==> config.mk <==
export PLATFORM = sky130hd
export DESIGN_NAME = length_checksum_frame_receiver_core
export DESIGN_NICKNAME = d
export VERILOG_FILES = /design/src/rtl/lcfr_pkg.sv /design/src/rtl/length_checksum_frame_receiver_core.sv
export VERILOG_INCLUDE_DIRS = /design/src /design/src/rtl
export SDC_FILE = /design/constraint.sdc
export NUM_CORES = 1
export LEC_CHECK = 0
export ABC_AREA = 1
export BUFFER_PORTS_ARGS = -buffer_cell sky130_fd_sc_hd__buf_2
export CAP_MARGIN = 30
export CORE_UTILIZATION = 55
export DETAILED_ROUTE_END_ITERATION = 16
export GPL_ROUTABILITY_DRIVEN = 0
export PLACE_DENSITY_LB_ADDON = 0.25
export SYNTH_ARGS = -nofsm -noshare
export SYNTH_HDL_FRONTEND = slang
export SYNTH_SLANG_ARGS = --single-unit
==> constraint.sdc <==
create_clock -name clk -period 4 [get_ports clk]
set_input_delay 0.8 -clock clk [delete_from_list [all_inputs] [get_ports clk]]
set_output_delay 0.8 -clock clk [all_outputs]
set_load 0.01 [all_outputs]
==> src/rtl/length_checksum_frame_receiver_core_assert.svh <==
// Assertion macros used by the frame receiver RTL.
`ifndef LENGTH_CHECKSUM_FRAME_RECEIVER_CORE_ASSERT_SVH
`define LENGTH_CHECKSUM_FRAME_RECEIVER_CORE_ASSERT_SVH

// Same-cycle implication, checked outside reset.
`define LCFR_ASSERT_IMP(label, ante, cons) \
  label: assert property (@(posedge clk) disable iff (!rst_n) (ante) |-> (cons)) \
    else $error("lcfr assertion failed");

// Next-cycle implication, checked outside reset.
`define LCFR_ASSERT_NXT(label, ante, cons) \
  label: assert property (@(posedge clk) disable iff (!rst_n) (ante) |=> (cons)) \
    else $error("lcfr assertion failed");

`endif

==> src/rtl/lcfr_pkg.sv <==
// Types and constants of the frame receiver.
package lcfr_pkg;

  localparam int MAX_PAYLOAD = 256;
  localparam int CNT_W       = $clog2(MAX_PAYLOAD + 1);

  localparam logic [7:0]  HEADER_FIRST_RST  = 8'h55;
  localparam logic [7:0]  HEADER_SECOND_RST = 8'hAA;
  localparam logic [15:0] TIMEOUT_RST       = 16'd2000;
  localparam logic [15:0] ELAPSED_MAX       = 16'hFFFF;

  localparam int CFG_IDX_W = 2;
  localparam int CFG_DATA_W = 16;
  localparam logic [CFG_IDX_W-1:0] CFG_HEADER_FIRST  = 2'd0;
  localparam logic [CFG_IDX_W-1:0] CFG_HEADER_SECOND = 2'd1;
  localparam logic [CFG_IDX_W-1:0] CFG_TIMEOUT_TICKS = 2'd2;

  localparam logic MODE_BYTE = 1'b0;
  localparam logic MODE_TICK = 1'b1;

  localparam logic [2:0] KIND_DATA     = 3'd0;
  localparam logic [2:0] KIND_GOOD     = 3'd1;
  localparam logic [2:0] KIND_BADSUM   = 3'd2;
  localparam logic [2:0] KIND_TIMEOUT  = 3'd3;
  localparam logic [2:0] KIND_OVERSIZE = 3'd4;

  typedef enum logic [7:0] {
    PH_HUNT     = 8'b0000_0001,
    PH_SYNC2    = 8'b0000_0010,
    PH_COMMAND  = 8'b0000_0100,
    PH_LEN_HI   = 8'b0000_1000,
    PH_LEN_LO   = 8'b0001_0000,
    PH_PAYLOAD  = 8'b0010_0000,
    PH_CHECK_LO = 8'b0100_0000,
    PH_CHECK_HI = 8'b1000_0000
  } phase_t;

  typedef struct packed {
    logic       mode;
    logic [7:0] rx_byte;
  } in_item_t;

  typedef struct packed {
    logic [2:0]  kind;
    logic [7:0]  data_byte;
    logic [7:0]  command;
    logic [15:0] payload_length;
    logic        last;
  } out_item_t;

endpackage

==> src/rtl/length_checksum_frame_receiver_core.sv <==
// A result is written into the output register in the cycle after its item is accepted.
// Throughput: one item per cycle; the single output register is the only stall point,
// and an item is taken whenever that register is empty or being drained in the same cycle.
// Reset (rst_n low, synchronous): hunting for the first header, output empty,
// configuration back to header 0x55/0xAA and a timeout of 2000 ticks.
module length_checksum_frame_receiver_core (
  input  logic                              clk,
  input  logic                              rst_n,
  input  logic                              in_valid,
  output logic                              in_ready,
  input  lcfr_pkg::in_item_t                in_data,
  output logic                              out_valid,
  input  logic                              out_ready,
  output lcfr_pkg::out_item_t               out_data,
  input  logic                              cfg_we,
  input  logic [lcfr_pkg::CFG_IDX_W-1:0]    cfg_index,
  input  logic [lcfr_pkg::CFG_DATA_W-1:0]   cfg_wdata
);

`include "length_checksum_frame_receiver_core_assert.svh"

  logic [7:0]                 header_first_r;
  logic [7:0]                 header_second_r;
  logic [15:0]                timeout_r;

  lcfr_pkg::phase_t           phase_r, phase_nxt;
  logic [7:0]                 frame_command_r, frame_command_nxt;
  logic [15:0]                frame_length_r, frame_length_nxt;
  logic [lcfr_pkg::CNT_W-1:0] count_r, count_nxt;
  logic [15:0]                sum_r, sum_nxt;
  logic [7:0]                 check_low_r, check_low_nxt;
  logic [15:0]                elapsed_r, elapsed_nxt;

  logic                       out_valid_r;
  lcfr_pkg::out_item_t        out_item_r;

  logic                       in_fire;
  logic                       emit;
  logic [2:0]                 kind;
  logic [7:0]                 data_byte;
  logic                       last;
  logic [7:0]                 b;
  logic [15:0]                sum_add;
  logic [15:0]                elapsed_inc;
  logic [lcfr_pkg::CNT_W-1:0] count_inc;
  logic [15:0]                received_check;

  assign in_ready  = !out_valid_r || out_ready;
  assign in_fire   = in_valid && in_ready;
  assign out_valid = out_valid_r;
  assign out_data  = out_item_r;

  assign b              = in_data.rx_byte;
  assign sum_add        = sum_r + {8'd0, b};
  assign elapsed_inc    = (elapsed_r == lcfr_pkg::ELAPSED_MAX) ? elapsed_r : elapsed_r + 16'd1;
  assign count_inc      = count_r + {{(lcfr_pkg::CNT_W-1){1'b0}}, 1'b1};
  assign received_check = {b, check_low_r};

  always_comb begin
    phase_nxt         = phase_r;
    frame_command_nxt = frame_command_r;
    frame_length_nxt  = frame_length_r;
    count_nxt         = count_r;
    sum_nxt           = sum_r;
    check_low_nxt     = check_low_r;
    elapsed_nxt       = elapsed_r;
    emit              = 1'b0;
    kind              = lcfr_pkg::KIND_DATA;
    data_byte         = 8'd0;
    last              = 1'b0;

    if (in_data.mode == lcfr_pkg::MODE_TICK) begin
      if (phase_r != lcfr_pkg::PH_HUNT) begin
        elapsed_nxt = elapsed_inc;
        if (elapsed_inc > timeout_r) begin
          phase_nxt = lcfr_pkg::PH_HUNT;
          // Before the second header byte the frame is dropped without a result.
          if (phase_r != lcfr_pkg::PH_SYNC2) begin
            emit = 1'b1;
            kind = lcfr_pkg::KIND_TIMEOUT;
            last = 1'b1;
          end
        end
      end
    end else begin
      unique case (phase_r)
        lcfr_pkg::PH_HUNT: begin
          if (b == header_first_r) begin
            phase_nxt         = lcfr_pkg::PH_SYNC2;
            frame_command_nxt = 8'd0;
            frame_length_nxt  = 16'd0;
            count_nxt         = '0;
            sum_nxt           = 16'd0;
            check_low_nxt     = 8'd0;
            elapsed_nxt       = 16'd0;
          end
        end
        lcfr_pkg::PH_SYNC2: begin
          phase_nxt = (b == header_second_r) ? lcfr_pkg::PH_COMMAND : lcfr_pkg::PH_HUNT;
        end
        lcfr_pkg::PH_COMMAND: begin
          frame_command_nxt = b;
          sum_nxt           = sum_add;
          phase_nxt         = lcfr_pkg::PH_LEN_HI;
        end
        lcfr_pkg::PH_LEN_HI: begin
          frame_length_nxt = {b, 8'd0};
          sum_nxt          = sum_add;
          phase_nxt        = lcfr_pkg::PH_LEN_LO;
        end
        lcfr_pkg::PH_LEN_LO: begin
          frame_length_nxt = {frame_length_r[15:8], b};
          sum_nxt          = sum_add;
          if ({frame_length_r[15:8], b} > 16'(lcfr_pkg::MAX_PAYLOAD)) begin
            phase_nxt = lcfr_pkg::PH_HUNT;
            emit      = 1'b1;
            kind      = lcfr_pkg::KIND_OVERSIZE;
            last      = 1'b1;
          end else if ({frame_length_r[15:8], b} == 16'd0) begin
            phase_nxt = lcfr_pkg::PH_CHECK_LO;
          end else begin
            phase_nxt = lcfr_pkg::PH_PAYLOAD;
          end
        end
        lcfr_pkg::PH_PAYLOAD: begin
          sum_nxt   = sum_add;
          count_nxt = count_inc;
          if (16'(count_inc) >= frame_length_r) begin
            phase_nxt = lcfr_pkg::PH_CHECK_LO;
          end
          emit      = 1'b1;
          kind      = lcfr_pkg::KIND_DATA;
          data_byte = b;
        end
        lcfr_pkg::PH_CHECK_LO: begin
          check_low_nxt = b;
          phase_nxt     = lcfr_pkg::PH_CHECK_HI;
        end
        lcfr_pkg::PH_CHECK_HI: begin
          phase_nxt = lcfr_pkg::PH_HUNT;
          emit      = 1'b1;
          kind      = (received_check == ~sum_r) ? lcfr_pkg::KIND_GOOD
                                                 : lcfr_pkg::KIND_BADSUM;
          last      = 1'b1;
        end
        default: begin
          phase_nxt = lcfr_pkg::PH_HUNT;
        end
      endcase
    end
  end

  always_ff @(posedge clk) begin
    if (!rst_n) begin
      header_first_r  <= lcfr_pkg::HEADER_FIRST_RST;
      header_second_r <= lcfr_pkg::HEADER_SECOND_RST;
      timeout_r       <= lcfr_pkg::TIMEOUT_RST;
    end else if (cfg_we) begin
      unique case (cfg_index)
        lcfr_pkg::CFG_HEADER_FIRST:  header_first_r  <= cfg_wdata[7:0];
        lcfr_pkg::CFG_HEADER_SECOND: header_second_r <= cfg_wdata[7:0];
        lcfr_pkg::CFG_TIMEOUT_TICKS: timeout_r       <= cfg_wdata;
        default: ;
      endcase
    end
  end

  always_ff @(posedge clk) begin
    if (!rst_n) begin
      phase_r         <= lcfr_pkg::PH_HUNT;
      frame_command_r <= 8'd0;
      frame_length_r  <= 16'd0;
      count_r         <= '0;
      sum_r           <= 16'd0;
      check_low_r     <= 8'd0;
      elapsed_r       <= 16'd0;
      out_valid_r     <= 1'b0;
    end else if (in_fire) begin
      phase_r         <= phase_nxt;
      frame_command_r <= frame_command_nxt;
      frame_length_r  <= frame_length_nxt;
      count_r         <= count_nxt;
      sum_r           <= sum_nxt;
      check_low_r     <= check_low_nxt;
      elapsed_r       <= elapsed_nxt;
      out_valid_r     <= emit;
    end else if (out_ready) begin
      out_valid_r <= 1'b0;
    end
  end

  always_ff @(posedge clk) begin
    if (in_fire && emit) begin
      out_item_r.kind           <= kind;
      out_item_r.data_byte      <= data_byte;
      out_item_r.command        <= frame_command_nxt;
      out_item_r.payload_length <= frame_length_nxt;
      out_item_r.last           <= last;
    end
  end

  // Every result other than a payload byte closes its frame.
  `LCFR_ASSERT_IMP(a_end_has_last, out_valid_r && (out_item_r.kind != lcfr_pkg::KIND_DATA), out_item_r.last)
  // The payload count never reaches the length while payload bytes are still due.
  `LCFR_ASSERT_IMP(a_count_bound, phase_r == lcfr_pkg::PH_PAYLOAD, 16'(count_r) < frame_length_r)
  // An item that ends a frame always sends the receiver back to hunting.
  `LCFR_ASSERT_NXT(a_end_to_hunt, in_fire && emit && last, phase_r == lcfr_pkg::PH_HUNT)

endmodule

==> impl_metrics.toml <==
[detailed_routing]
wl_met2_mm = 9.173
wirelength_mm = 19.92
highest_layer = "met4"
drt_iter0_drc = 476
drt-pass1-iter-count = 7
wl_per_cell_um = 13.63
viasPerCell = 5.291
wl_met1_mm = 9.286
vias = 7736
wl_met3_um = 951
drtAntennaViolNets = 0
drc = 0

[timing]
whs_ns = 0.4681
finalMaxSlewViolations = 0
setup_viol = 0
slew_headroom_pct = 51.77
fin_skew_ns = 0.008589
post-route-min-period_ns = 3.571
max_freq_mhz = 280.0
hold_viol_final = 0
setup_tns_ns = 0
tightestPinTransition_ns = 0.7213
finalCritPeriodShare_pct = 89.27
rsz0062_at_grt = "false"

[yosys]
synthTopCellsByArea = "dfxtp_1 (27%), nand2_1 (14%), edfxtp_1 (13%)"
yosys-top-cells-count = "nand2_1 (323), inv_1 (155), nor2_1 (130)"
syn_avg_cell_area_um2 = 7.058
synth_area_leader_cell = "dfxtp_1"
ys_types = 42
yosysWarningCount = 0
synth.most_common_cell = "nand2_1"
syn_area_mm2 = 0.008504
synth_top_area_share_pct = 26.84
synth_cells = 1205
ys_seq_area_share_pct = 39.55
async_flop_share_pct = 0
ys_dominant_reg_cell = "dfxtp_1"
syn-num-nets = 1273
ys_seq_elements = 150
synth_edf_count = 36

[final_layout]
layout.nets = 1329
area_growth_syn_to_layout_pct = 12.20
post-route-cell-area_mm2 = 0.009542
drive_gt1_share_pct = 11.07
fin_util_pct = 63.00
antennaDiodeCount = 0

[cts]
cts_resized = 0
post_cts_buffers = 0
htreeDepth = 4
clk_path_buf_depth = 2
clkSlewWorstSetupHoldPaths_ns = 0.06
cts.sinks = 150
postCtsHoldBufs = 0
cts_tree = "yes"
cts_made_buffers = 17
clk_latency_ns = 0.43
root_buffer = "clkbuf_16"

[power]
p_switching_mw = 1.057
combPwrFrac_pct = 13.9
clockPowerShare_pct = 41.5
p_total_mw = 3.708
cellLeakagePower_nw = 4.514
power_density_mw_per_mm2 = 388.6
p_int_mw = 2.651
ir_drop_mv = 0.3027
netSwitchingFraction_pct = 28.51
power_frac_seq_pct = 44.5

[setup_path]
cp.arrival_ns = 3.65
crit_path_end_kind = "register"
cp_top_family = "simple AND/OR/NAND/NOR gates"
cp.required_ns = 4.08
worst-setup-path-type = "reg2reg"
crit_path_max_incr_delay_ns = 0.38
crit_path_max_fanout = 36
cp_num_buf_inv = 3
crit_slowest_cell = "dfxtp_1"
cp_cell_sequence = "ha_1, nand2_1, inv_1, nand3_1, nor2_2, nand4_1, nand2_1, xnor2_1, ha_1, nand4_1, nor3_1, nand2_1, nand2_1, nand3_1, nand2_1, nand2_1, inv_1, buf_4"
crit_path_start_kind = "register"
critPathMostFrequentCell = "nand2_1"

[placed_design]
port_buffers = 69
hpwl_mm = 13.86
placed_cell_area_mm2 = 0.008971

[hold_path]
hp-class = "reg2reg"

[grt]
grtUsageTotal_pct = 26.29
antenna_found_initial = 0
grt_pass1_wl_mm = 33.01
grt_pass1_vias = 6864
gr-total-overflow = 0
grt_max_degree = 52

[die]
core.rowCount = 45
die-area_mm2 = 0.01596
core_mm2 = 0.01515
start_util_pct = 56.15
num_io_pins = 70
die_w_um = 126.4
die_y_um = 126.4

[run_status]
outcome = "finished, final reports clean"

[job]
max_cap_violations = 0
cell usage in the layout (no fill, tap or decap), types with 18 or more instances in the layout:
cell	Yosys	routed
nand2_1	323	323
inv_1	155	155
nor2_1	130	130
dfxtp_1	114	114
a21oi_1	99	99
nand3_1	73	73
buf_2	16	69
o21ai_0	41	41
edfxtp_1	36	36
ha_1	35	35
xor2_1	29	29
nand4_1	22	22
nor3_1	20	20
o211ai_1	18	18
worst min-delay path: stages, from the launching register on:
cell and delay (ns):
dfxtp_1 0.30, inv_1 0.06, a21oi_1 0.06
per-layer routing:
layer,vias to the layer above,track usage (%)
met1,3492,34.20
met2,218,43.29
met4,0,11.76
met5,-,0
li1,3984,-
met3,42,4.091
power by group through the flow:
stage | clock [mW] | sequential (mW) | combinational, mW
after detailed placement | 0 | 1.68 | 0.512
after CTS | 1.56 | 1.65 | 0.517
after floorplan | 0 | 1.68 | 0.395
after global routing | 1.63 | 1.66 | 0.590
final | 1.54 | 1.65 | 0.517
after global placement | 0 | 1.68 | 0.502
flip-flops by register name, indices dropped and copies added, names as in the netlist:
| signal | cells |
|---|---|
| check_low_r | 8 |
| count_r | 9 |
| elapsed_r | 16 |
| frame_command_r | 8 |
| frame_length_r | 16 |
| header_first_r | 8 |
| header_second_r | 8 |
| out_data | 36 |
| out_valid | 1 |
| phase_r | 8 |
| sum_r | 16 |
| timeout_r | 16 |
final timing paths:
path	endpoint	from	cells after the start	slack (ns)
worst min-delay path	timeout_r[13]$_SDFFE_PN0P_	timeout_r[13]$_SDFFE_PN0P_	2	0.47
worst max register to register	out_data[33]$_DFFE_PP_	elapsed_r[0]$_SDFFE_PN0P_	18	0.43
worst max-delay path	out_data[33]$_DFFE_PP_	elapsed_r[0]$_SDFFE_PN0P_	18	0.43
worst min register to register	timeout_r[13]$_SDFFE_PN0P_	timeout_r[13]$_SDFFE_PN0P_	2	0.47
cell families (layout without fill, tap and decap cells):
family	count (synthesis)	in the layout	synth area share, %
buf+inv	208	277	9.548
simple gates	598	598	30.20
compound gates	168	168	10.68
xor+xnor	45	45	4.634
fa+ha+maj	36	36	5.385
flops	150	150	39.55
metrics by stage:
step | worst slack (ns) | instances
2_1_floorplan | 0.6514 | 1205
3_3_place_gp | 0.6451 | 1430
3_5_place_dp | 0.4977 | 1430
4_1_cts | 0.4449 | 1462
5_1_grt | 0.07351 | 1462
6_report | 0.4291 | 1462
layout make-up:
cell class	count	area, µm²
Clock buffer	17	425.4
Sequential cell	150	3363
Inverter	166	623.1
Timing Repair Buffer	79	420.4
Clock inverter	15	145.1
Tap cell	188	235.2
Fill cell	1368	5604
Multi-Input combinational cell	847	4329
Power figures use the tool's default switching activity.
